### src/rtl/core/abt3_pkg.sv
package abt3_pkg;

    localparam int NUM_AXES    = 3;
    localparam int VALUE_WIDTH = 32;
    localparam int GAIN_WIDTH  = 16;
    localparam int APB_AW      = 4;
    localparam int APB_DW      = 32;

    typedef logic signed [VALUE_WIDTH-1:0] value_t;
    typedef logic [GAIN_WIDTH-1:0]         gain_t;

    // Register indexes on the APB port (byte address = 4 * index)
    typedef enum logic [1:0] {
        REG_POSITION_GAIN = 2'd0,
        REG_VELOCITY_GAIN = 2'd1,
        REG_TIME_STEP     = 2'd2,
        REG_UNUSED        = 2'd3
    } reg_idx_t;

    localparam gain_t POSITION_GAIN_RST = 16'd11889;
    localparam gain_t VELOCITY_GAIN_RST = 16'd593;
    localparam gain_t TIME_STEP_RST     = 16'd3277;

    typedef enum logic {
        ACT_MEASURE = 1'b0,
        ACT_PREDICT = 1'b1
    } action_t;

    typedef struct packed {
        logic   action;
        value_t meas_x;
        value_t meas_y;
        value_t meas_z;
        value_t ref_x;
        value_t ref_y;
        value_t ref_z;
    } in_item_t;

    typedef struct packed {
        value_t est_pos_x;
        value_t est_pos_y;
        value_t est_pos_z;
        value_t est_vel_x;
        value_t est_vel_y;
        value_t est_vel_z;
    } out_item_t;

    typedef struct packed {
        gain_t position_gain;
        gain_t velocity_gain;
        gain_t time_step;
    } cfg_t;

    // Controller to datapath step strobes
    typedef struct packed {
        logic load;
        logic resid;
        logic mulc;
        logic corr;
        logic mulp;
        logic commit;
    } cmd_t;

endpackage

### src/rtl/core/abt3_ctrl.sv
module abt3_ctrl (
    input  logic              clk,
    input  logic              rst_n,
    input  logic              in_valid,
    input  logic              in_action,
    input  logic              out_stall,
    output logic              in_stall,
    output logic              out_valid,
    output abt3_pkg::cmd_t    cmd
);

    typedef enum logic [2:0] {
        ST_IDLE,
        ST_RESID,
        ST_MULC,
        ST_CORR,
        ST_MULP,
        ST_WRITE
    } state_t;

    state_t state_reg;
    state_t state_next;
    logic   out_valid_reg;
    logic   out_valid_next;
    logic   in_take;
    logic   out_free;

    assign in_stall  = (state_reg != ST_IDLE);
    assign out_valid = out_valid_reg;
    assign in_take   = in_valid && (state_reg == ST_IDLE);
    assign out_free  = !out_valid_reg || !out_stall;

    // Sequence the datapath steps
    always_comb
    begin
        state_next     = state_reg;
        out_valid_next = out_valid_reg && out_stall;
        cmd            = '0;
        case (state_reg)
            ST_IDLE:
            begin
                if (in_take)
                begin
                    cmd.load = 1'b1;
                    if (in_action == abt3_pkg::ACT_PREDICT)
                        state_next = ST_MULP;
                    else
                        state_next = ST_RESID;
                end
            end
            ST_RESID:
            begin
                cmd.resid  = 1'b1;
                state_next = ST_MULC;
            end
            ST_MULC:
            begin
                cmd.mulc   = 1'b1;
                state_next = ST_CORR;
            end
            ST_CORR:
            begin
                cmd.corr   = 1'b1;
                state_next = ST_MULP;
            end
            ST_MULP:
            begin
                cmd.mulp   = 1'b1;
                state_next = ST_WRITE;
            end
            ST_WRITE:
            begin
                // Hold until the output register is free
                if (out_free)
                begin
                    cmd.commit     = 1'b1;
                    out_valid_next = 1'b1;
                    state_next     = ST_IDLE;
                end
            end
            default:
            begin
                state_next = ST_IDLE;
            end
        endcase
    end

    always_ff @(posedge clk or negedge rst_n)
    begin
        if (!rst_n)
        begin
            state_reg     <= ST_IDLE;
            out_valid_reg <= 1'b0;
        end
        else
        begin
            state_reg     <= state_next;
            out_valid_reg <= out_valid_next;
        end
    end

endmodule

### config.mk
export PLATFORM = sky130hd
export DESIGN_NAME = abt3_ctrl
export DESIGN_NICKNAME = d
export VERILOG_FILES = /design/src/rtl/core/abt3_pkg.sv /design/src/rtl/core/abt3_ctrl.sv
export SDC_FILE = /design/constraint.sdc
export NUM_CORES = 1
export LEC_CHECK = 0
export BUFFER_PORTS_ARGS = -buffer_cell sky130_fd_sc_hd__buf_2
export CORE_AREA = 2 2 39 41
export DETAILED_ROUTE_END_ITERATION = 7
export DIE_AREA = 0 0 41 43
export PLACE_DENSITY_LB_ADDON = 0.1
export SLEW_MARGIN = 20
export SYNTH_ARGS = -nofsm -noshare
export SYNTH_HDL_FRONTEND = slang
export SYNTH_SLANG_ARGS = --single-unit
### constraint.sdc
create_clock -name clk -period 1.6 [get_ports clk]
set_input_delay 0.24 -clock clk [delete_from_list [all_inputs] [get_ports clk]]
set_output_delay 0.24 -clock clk [all_outputs]
set_load 0.02 [all_outputs]
**Word-level counts from Yosys, hierarchy flattened**

Index checks and enable logic that the tools add are counted.

- Equal/unequal tests: 7
- Mux-type cells: 14
- Reduce and logical (&&, ||, !) cells: 8

Operator list:

| kind | number |
|---|---|
| one-hot mux 3 bit (6 select lines) | 1 |
| 2-to-1 mux 1 bit | 10 |
| 2-to-1 mux 3 bit | 3 |
| == test 3 x 2 -> 1 bit, second input constant | 2 |
| == test 3 bit, second input constant | 2 |
| != test 2 bit, second input constant | 2 |
| == test 3 x 1 -> 1 bit, second input constant | 1 |
| zero test 3 bit | 1 |
| nonzero test 3 bit | 1 |
| logical AND 1 bit | 2 |
| zero test 1 bit | 2 |
| AND reduction 2 bit | 1 |
| logical OR 1 bit | 1 |

- Register bits after elaboration: 4
- Word-level logic and storage cells: 31

**Logic depth before layout (Yosys ltp)**

Gate-level depths: netlist of run 1.

- Depth in word-level cells: 4
- Gate-level depth with buffers: 3

**Worst setup path before layout of run 1**

Ideal clock, no wire load.

- Path type: reg-to-output
- From: register state_reg[0]
- To: output cmd[5] in the netlist's numbering
- Arrival time: 1071 ps
- Slack: 289 ps
- Stages on the path, launching flop included: 3
- Path buffers: 0
- Cell sequence: dfrtp_1 or3_4 nor2_2

RTL lines:

| item | line | text |
|---|---|---|
| from (decl) | abt3_ctrl.sv:21 | `state_t state_reg;` |
| from (signal assigned) | abt3_ctrl.sv:97 | `state_reg <= state_next;` |
| to (decl) | abt3_ctrl.sv:9 | `output abt3_pkg::cmd_t cmd` |

==> impl_metrics.yaml, run 1 <==
power:
  netSwitchingFraction: 0.446
  combPwrFrac: 0.528
  p_leak_uw: 0.000186
  clock_power_share: 0.160
  power_density_nw_per_um2: 2010
  p_int_uw: 410
  irDropWorstVdd_mv: 0.660
  seq_power_share: 0.312
  finalPower_uw: 741
  power.switching_uw: 330
sta:
  hold_violations: 0
  period_share: 0.950
  rsz0062_at_grt: "false"
  finalWorstSetupSlack_ps: 80.2
  maxSlewViolCount: 0
  finClkSkew_ps: 1.74
  tightest_slew_ps: 307
  tns_ps: 0
  maxSlewHeadroom: 0.795
  max_freq_mhz: 658
  setup_viol: 0
  finalCriticalPeriod_ps: 1520
place:
  portBuffers: 12
  gp_congestion: 0.647
  place_ws_ps: 271
  hpwl_um: 490
setup_path:
  critPathKind: "register to output pin"
  cp-start-kind: "register"
  cp.arrival_ps: 1280
  required_ps: 1360
  cp-end-kind: "output pin"
  r2r_cells: 3
  worst-path-max-fanout: 8
floorplan:
  die_w_um: 41
  die_h_um: 43
  num_rows: 14
  core_area_sq_um: 1380
  io_pins: 13
  dieArea_sq_um: 1760
  start_util: 0.183
clock_tree:
  clkTransAtPathRegs_ps: 30
  max-clock-path-buffers: 2
  cts_max_level: 1
  cts_sinks: 4
  clkLatencyLatePin_ps: 230
  cts_tree: "done"
  cts_root_buf: "clkbuf_4"
  numCtsBuffers: 3
global_route:
  grt_use_total: 0.0826
  grt_busiest_layer: "met4"
  use_met1: 0.0942
  grt_max_degree: 12
  gr-total-overflow: 0
  grt_util_met3: 0
  antenna_found_initial: 0
  grtUsageMet2: 0.100
  grt_pass1_vias: 227
  grt_pass1_wl_um: 876
worst_hold_path:
  worstHoldPathCells: 3
  hold_path_class: "input pin to register"
drt:
  avgRoutedWirePerCell_um: 10.3
  drtPass1Iterations: 3
  vias: 235
  drt.antenna.violating_nets: 0
  viasPerCell: 3.98
  drt_iter0_drc: 4
  drc: 0
  routed_wl_um: 610
finish:
  num-nets-final: 50
  multi_input_area_sq_um: 135
  fillers: 153
  syn_to_final_growth_pct: 45.5
  drive_gt1_frac: 0.488
  regArea_sq_um: 103
  fin_util: 0.266
  diodes: 0
  largest_reg_flops: 3
run:
  max_cap_viol_count: 0
logic_synthesis:
  yosysMostFrequentCell: "dfrtp_1"
  synth.cell_area_sq_um: 253
  yosys_warnings: 0
  seq_area_frac_synth: 0.396
  yosys.area.top_type: "dfrtp_1"
  synth_cells: 28
  synth_edf_count: 0
  ys_ff_latch: 4
  dominantRegCellSynth: "dfrtp_1"
  synth_area_leaders: "dfrtp_1, nand3b_1, nand2b_1"
  ys_types: 18
  synth_nets: 33
  synth_area_per_cell_sq_um: 9.03
  synthDominantCellAreaShare: 0.396
  ys_async_sr_fraction: 1.00
outcome:
  status: "complete, no violations"
what timing repair did:
item	in CTS	in global routing
hold buffers	1	0
buffers inserted	0	0
endpoints found under the setup margin	0	1
resized for setup	0	3
endpoints found under the hold margin	4	0
logic make-up after synthesis:
family                 count (synthesis)  share of synthesized area
AO/OA/AOI/OAI                          5                      0.139
buffers and inverters                  4                     0.0693
flip-flops                             4                      0.396
AND/OR/NAND/NOR                       15                      0.396
layout by cell type (no fill, tap or decap):
cell and count:
dfrtp_1 2, buf_2 11, nand4b_1 1, dfrtp_2 2
and2_1 1, nor2_1 2, nand3_1 1, buf_4 2
a21oi_1 2, o311ai_1 1, dlygate4sd3_1 1, nor2_2 1
clkbuf_4 3, nor3b_1 1, or3_4 1, o21bai_1 1
a221oi_1 1, inv_1 2, nand3b_1 2, nand2b_1 2
nand2_1 2, nor3b_2 1
power by group through the flow:
stage | Sequential [uW] | Clock (uW) | Combinational (uW)
after floorplan | 202 | 0 | 290
after global placement | 226 | 0 | 391
after detailed placement | 227 | 0 | 389
after CTS | 226 | 127 | 392
after global routing | 238 | 140 | 423
final | 231 | 119 | 391
through the flow:
stage | instances | area, sq um | hold WS, ps
2_1_floorplan | 28 | 253 | -55.6
3_3_place_gp | 55 | 330 | 50.7
3_5_place_dp | 55 | 330 | 47.0
4_1_cts | 59 | 363 | 251
5_1_grt | 59 | 368 | 267
6_report | 59 | 368 | 264
worst max-delay path, cell delays in order (launching register included):
cell	delay (ps)
dfrtp_2	450
or3_4	380
nor2_2	80
buf_4	140
metal layers:
layer	routed length (um)	up-vias	part of all wire
met5	0	-	0
met4	19	0	0.031
met3	44	2	0.072
met2	282	10	0.46
met1	263	96	0.43
li1	-	127	-
area by class of cell:
cell class              instances  share of cell area
multi-input cells              20               0.367
flip-flops and latches          4               0.279
repair buffers                 14               0.218
clock buffers                   3              0.0612
well taps                      16              0.0544
inverters                       2              0.0204
path summary, 6_finish.rpt:
path	start	end	slack (ps)
min in group asynchronous	rst_n	state_reg[1]	340
setup reg to reg	state_reg[1]	state_reg[0]	510
max in group asynchronous	rst_n	state_reg[2]	1130
hold / removal	out_stall	out_valid	260
hold reg to reg	out_valid	out_valid	550
setup / recovery	state_reg[0]	cmd[5]	80
No activity file was read; power rests on OpenSTA's default activity.
==> run 2: changes to the inputs <==
==> constraint.sdc (replaced) <==
create_clock -name clk -period 1.47 [get_ports clk]
set_input_delay 0.147 -clock clk [delete_from_list [all_inputs] [get_ports clk]]
set_output_delay 0.147 -clock clk [all_outputs]
set_load 0.02 [all_outputs]
==> run 2 against run 1 <==
- global-route usage grew 1.6 points
- combinational power up 22%
- first-iteration DRC count decreased by 75%
- clock power grew 15%
- die area did not move
- total power is 15% higher
- non-clock buffer count up 1
- critical path depth stayed put
- cell count up 1.7%
- sequential power grew 3%
- largest power group unchanged
==> impl_metrics.yaml, run 2 (synthesis results as in run 1) <==
outcome:
  status: "complete, no violations"
finish:
  largest_reg_flops: 3
  fillers: 165
  drive_gt1_frac: 0.523
  design_area_sq_um: 385
  regArea_sq_um: 104
  multi_input_area_sq_um: 140
  diodes: 0
  final_common_cell: "buf_2"
  most-common-layout-cells: "buf_2, clkbuf_4, dfrtp_2"
  syn_to_final_growth_pct: 52.5
  num-nets-final: 51
floorplan:
  num_rows: 14
  dieArea_sq_um: 1760
  io_pins: 13
  die_w_um: 41
  die_h_um: 43
  core_area_sq_um: 1380
  start_util: 0.183
setup_path:
  r2r_cells: 3
  cp.arrival_ps: 1270
  cp_num_buf_inv: 1
  startpoint: "state_reg[2]"
  crit_slowest_cell: "dfrtp_2"
  path_delay_family: "flip-flops"
  path_cells: "or3_4 -> nor2_4 -> buf_6"
  worstReg2RegEnd: "state_reg[1]"
  worst-path-max-fanout: 11
  worst_path_largest_cell_delay_ps: 460
  cp-endpoint: "cmd[5]"
  r2r_start: "state_reg[1]"
  cp-start-kind: "register"
  cp-end-kind: "output pin"
  r2r_setup_slack_ps: 450
  worstSetupPathDepth: 3
  critPathKind: "register to output pin"
  required_ps: 1320
sta:
  period_share: 0.961
  setup_viol: 0
  tns_ps: 0
  maxSlewViolCount: 0
  hold_violations: 0
  max_freq_mhz: 708
  tightest_slew_ps: 256
  finalCriticalPeriod_ps: 1410
  rsz0062_at_grt: "false"
  maxSlewHeadroom: 0.827
  finClkSkew_ps: 4.69
drt:
  avgRoutedWirePerCell_um: 10.9
  drc: 0
  viasPerCell: 4.20
  routed_wl_um: 654
  drt_iter0_drc: 1
  vias: 252
  drtPass1Iterations: 4
  drt.antenna.violating_nets: 0
power:
  seq_power_share: 0.279
  combPwrFrac: 0.560
  finalPower_uw: 854
  p_leak_uw: 0.000191
  power.switching_uw: 380
  netSwitchingFraction: 0.445
  irDropWorstVdd_mv: 0.630
  p_int_uw: 474
  clock_power_share: 0.161
  power_density_nw_per_um2: 2220
run:
  max_cap_viol_count: 0
global_route:
  gr-total-overflow: 0
  grt_use_total: 0.0985
  grt_pass1_vias: 244
  antenna_found_initial: 0
  grt_pass1_wl_mm: 1.03
  grt_max_degree: 12
clock_tree:
  clkTransAtPathRegs_ps: 40
  clkLatencyLatePin_ps: 240
  cts_sinks: 4
  numCtsBuffers: 3
  cts_root_buf: "clkbuf_4"
  cts_tree: "done"
  cts_max_level: 1
  max-clock-path-buffers: 2
worst_hold_path:
  hold_path_class: "input pin to register"
place:
  dpl_cell_area_sq_um: 323
  gp_congestion: 0.663
  hpwl_um: 455
  portBuffers: 12
run 2: changes by cell type in the layout (fill, tap and decap cells not counted), sizes merged:
cell,delta
buf,+1
run 2: area by class of cell:
cell class                 count  area share
multi-input combinational     20       0.364
sequential                     4       0.269
timing repair buffer          15       0.237
clock buffer                   3      0.0584
tap                           16      0.0519
inverter                       2      0.0195
run 2: worst min-delay path by stage:
stage | start | endpoint | cells after the start
detailed placement | rst_n | out_valid | 1
CTS | out_stall | out_valid | 3
global placement | rst_n | out_valid | 1
finish | out_stall | out_valid | 3
global route | out_stall | out_valid | 3
floorplan | rst_n | out_valid | 0
run 2: per-stage QoR:
| stage | hold slack (ps) | utilization | instances | worst slack (ps) |
|---|---|---|---|---|
| finish | 155 | 0.278 | 60 | 57.0 |
| global route | 173 | 0.278 | 60 | 3.25 |
| CTS | 144 | 0.270 | 60 | 11.0 |
| detailed placement | -41.5 | 0.233 | 54 | 205 |
| global placement | -42.0 | 0.233 | 54 | 221 |
| floorplan | -149 | - | 28 | 252 |
run 2: tightest hold or removal path: stages:
cell and delay (ps):
buf_2 120, nand2_1 50, nand2_1 50
run 2: per-layer routing:
| layer | GRT usage | vias to the layer above | part of all wire |
|---|---|---|---|
| li1 | - | 131 | - |
| met1 | 0.110 | 104 | 0.41 |
| met2 | 0.116 | 13 | 0.44 |
| met3 | 0.0628 | 4 | 0.099 |
| met4 | 0.100 | 0 | 0.052 |
| met5 | 0 | - | 0 |
run 2: power by group through the flow:
| stage | registers (uW) | clock network [uW] | logic, uW |
|---|---|---|---|
| 4_1_cts | 236 | 145 | 458 |
| 2_1_floorplan | 220 | 0 | 316 |
| 6_report | 239 | 137 | 478 |
| 3_3_place_gp | 267 | 0 | 384 |
| 5_1_grt | 251 | 160 | 523 |
| 3_5_place_dp | 266 | 0 | 382 |
run 2: what timing repair did:
action	4_1_cts	5_1_grt
hold buffers	1	0
endpoints found under the setup margin	1	1
setup buffers	2	0
hold endpoints to repair	4	0
resized for setup	3	3
pin swaps	0	1
==> run 3: changes to the inputs <==
--- a/config.mk
+++ b/config.mk
@@ -5,6 +5,7 @@
 export SDC_FILE = /design/constraint.sdc
 export NUM_CORES = 1
 export LEC_CHECK = 0
+export ABC_AREA = 0
 export BUFFER_PORTS_ARGS = -buffer_cell sky130_fd_sc_hd__buf_2
 export CORE_AREA = 2 2 39 41
 export DETAILED_ROUTE_END_ITERATION = 7
==> constraint.sdc (replaced) <==
create_clock -name clk -period 1.7 [get_ports clk]
set_input_delay 0.17 -clock clk [delete_from_list [all_inputs] [get_ports clk]]
set_output_delay 0.17 -clock clk [all_outputs]
set_load 0.02 [all_outputs]
==> run 3 against run 2 <==
- cell count is 3.3% lower
- clock skew hardly changed
- critical path depth stayed put
- sequential power is 5% lower
- global-route usage is 0.80 points lower
- largest cell class unchanged
- wire length is 9.5% lower
- highest routed layer unchanged
- worst hold slack better by 24 ps
- clock power is 14% lower
- via count is 1.2% lower
- non-clock buffer count is 2 lower
- register-to-register slack better by 290 ps
- setup slack better by 110 ps
==> impl_metrics.yaml, run 3 (synthesis results as in run 1) <==
drt:
  drtPass1Iterations: 4
  drt.antenna.violating_nets: 0
  vias: 249
  drt_iter0_drc: 5
  drc: 0
  viasPerCell: 4.29
  avgRoutedWirePerCell_um: 10.2
  routed_wl_um: 592
global_route:
  grt_pass1_wl_um: 938
  grt_use_total: 0.0905
  grt_max_degree: 12
  gr-total-overflow: 0
  antenna_found_initial: 0
  grt_pass1_vias: 229
place:
  gp_congestion: 0.663
  portBuffers: 12
  dpl_cell_area_sq_um: 323
  hpwl_um: 455
sta:
  period_share: 0.904
  tightest_slew_ps: 302
  rsz0062_at_grt: "false"
  whs_ps: 179
  finClkSkew_ps: 4.95
  maxSlewHeadroom: 0.799
  hold_violations: 0
  tns_ps: 0
  maxSlewViolCount: 0
  max_freq_mhz: 651
  finalCriticalPeriod_ps: 1540
  setup_viol: 0
clock_tree:
  clkLatencyLatePin_ps: 240
  cts_tree: "done"
  clkTransAtPathRegs_ps: 40
  cts_max_level: 1
  cts_sinks: 4
  max-clock-path-buffers: 2
  numCtsBuffers: 3
  cts_root_buf: "clkbuf_4"
  postCtsSetupRepairBufs: 0
finish:
  syn_to_final_growth_pct: 40.6
  diodes: 0
  final_common_cell: "buf_2"
  most-common-layout-cells: "buf_2, dfrtp_1, clkbuf_4"
  num-nets-final: 49
  design_area_sq_um: 355
  drive_gt1_frac: 0.429
  largest_reg_flops: 3
floorplan:
  dieArea_sq_um: 1760
  start_util: 0.183
  io_pins: 13
  die_h_um: 43
  die_w_um: 41
  core_area_sq_um: 1380
  num_rows: 14
power:
  power_density_nw_per_um2: 1890
  irDropWorstVdd_mv: 0.525
  finalPower_uw: 672
  p_leak_uw: 0.000183
outcome:
  status: "complete, no violations"
worst_hold_path:
  hold_path_class: "input pin to register"
setup_path:
  cp-start-kind: "register"
  required_ps: 1530
  cp.arrival_ps: 1370
  cp-end-kind: "output pin"
  critPathKind: "register to output pin"
  worst-path-max-fanout: 11
run:
  max_cap_viol_count: 0
[run 3: timing repair]
| action | 4_1_cts | 5_1_grt |
|---|---|---|
| gates resized for setup | 0 | 0 |
| hold buffers | 1 | 0 |
| endpoints found under the hold margin | 4 | 0 |
[run 3: layout make-up]
| class | count | area, sq um |
|---|---|---|
| Fill cell | 167 | 1030 |
| Inverter | 2 | 7.51 |
| Multi-Input combinational cell | 20 | 135 |
| Timing Repair Buffer | 13 | 70.1 |
| Sequential cell | 4 | 100 |
| Clock buffer | 3 | 22.5 |
| Tap cell | 16 | 20.0 |
[run 3: final timing paths]
check	startpoint	to	slack, ps	cells past startpoint
max	state_reg[1]	cmd[5]	160	3
min	out_stall	out_valid	180	3
max reg2reg	state_reg[2]	state_reg[0]	740	2
min reg2reg	out_valid	out_valid	540	2
max in group asynchronous	rst_n	state_reg[0]	1300	2
min in group asynchronous	rst_n	out_valid	270	2
[run 3: critical path, stage by stage, from the launching register on]
cell and delay, ps:
dfrtp_1 470, or3_4 430, nor2_2 80, buf_2 160
[run 3: layer usage]
metal	vias up	track usage	wire, um
li1	128	-	-
met1	104	0.100	262
met2	13	0.100	228
met3	4	0.0628	66
met4	0	0.100	35
met5	-	0	0
[run 3: power by group]
group          leakage, uW  internal [uW]  switching, uW
clock            0.0000138           78.9           38.6
sequential       0.0000512            139           89.6
combinational     0.000118            146            180
[run 3: stage by stage]
stage	util	worst slack (ps)	cells
floorplan	-	459	28
detailed placement	0.233	412	54
global route	0.257	92.1	58
CTS	0.257	150	58
global placement	0.233	428	54
finish	0.257	163	58
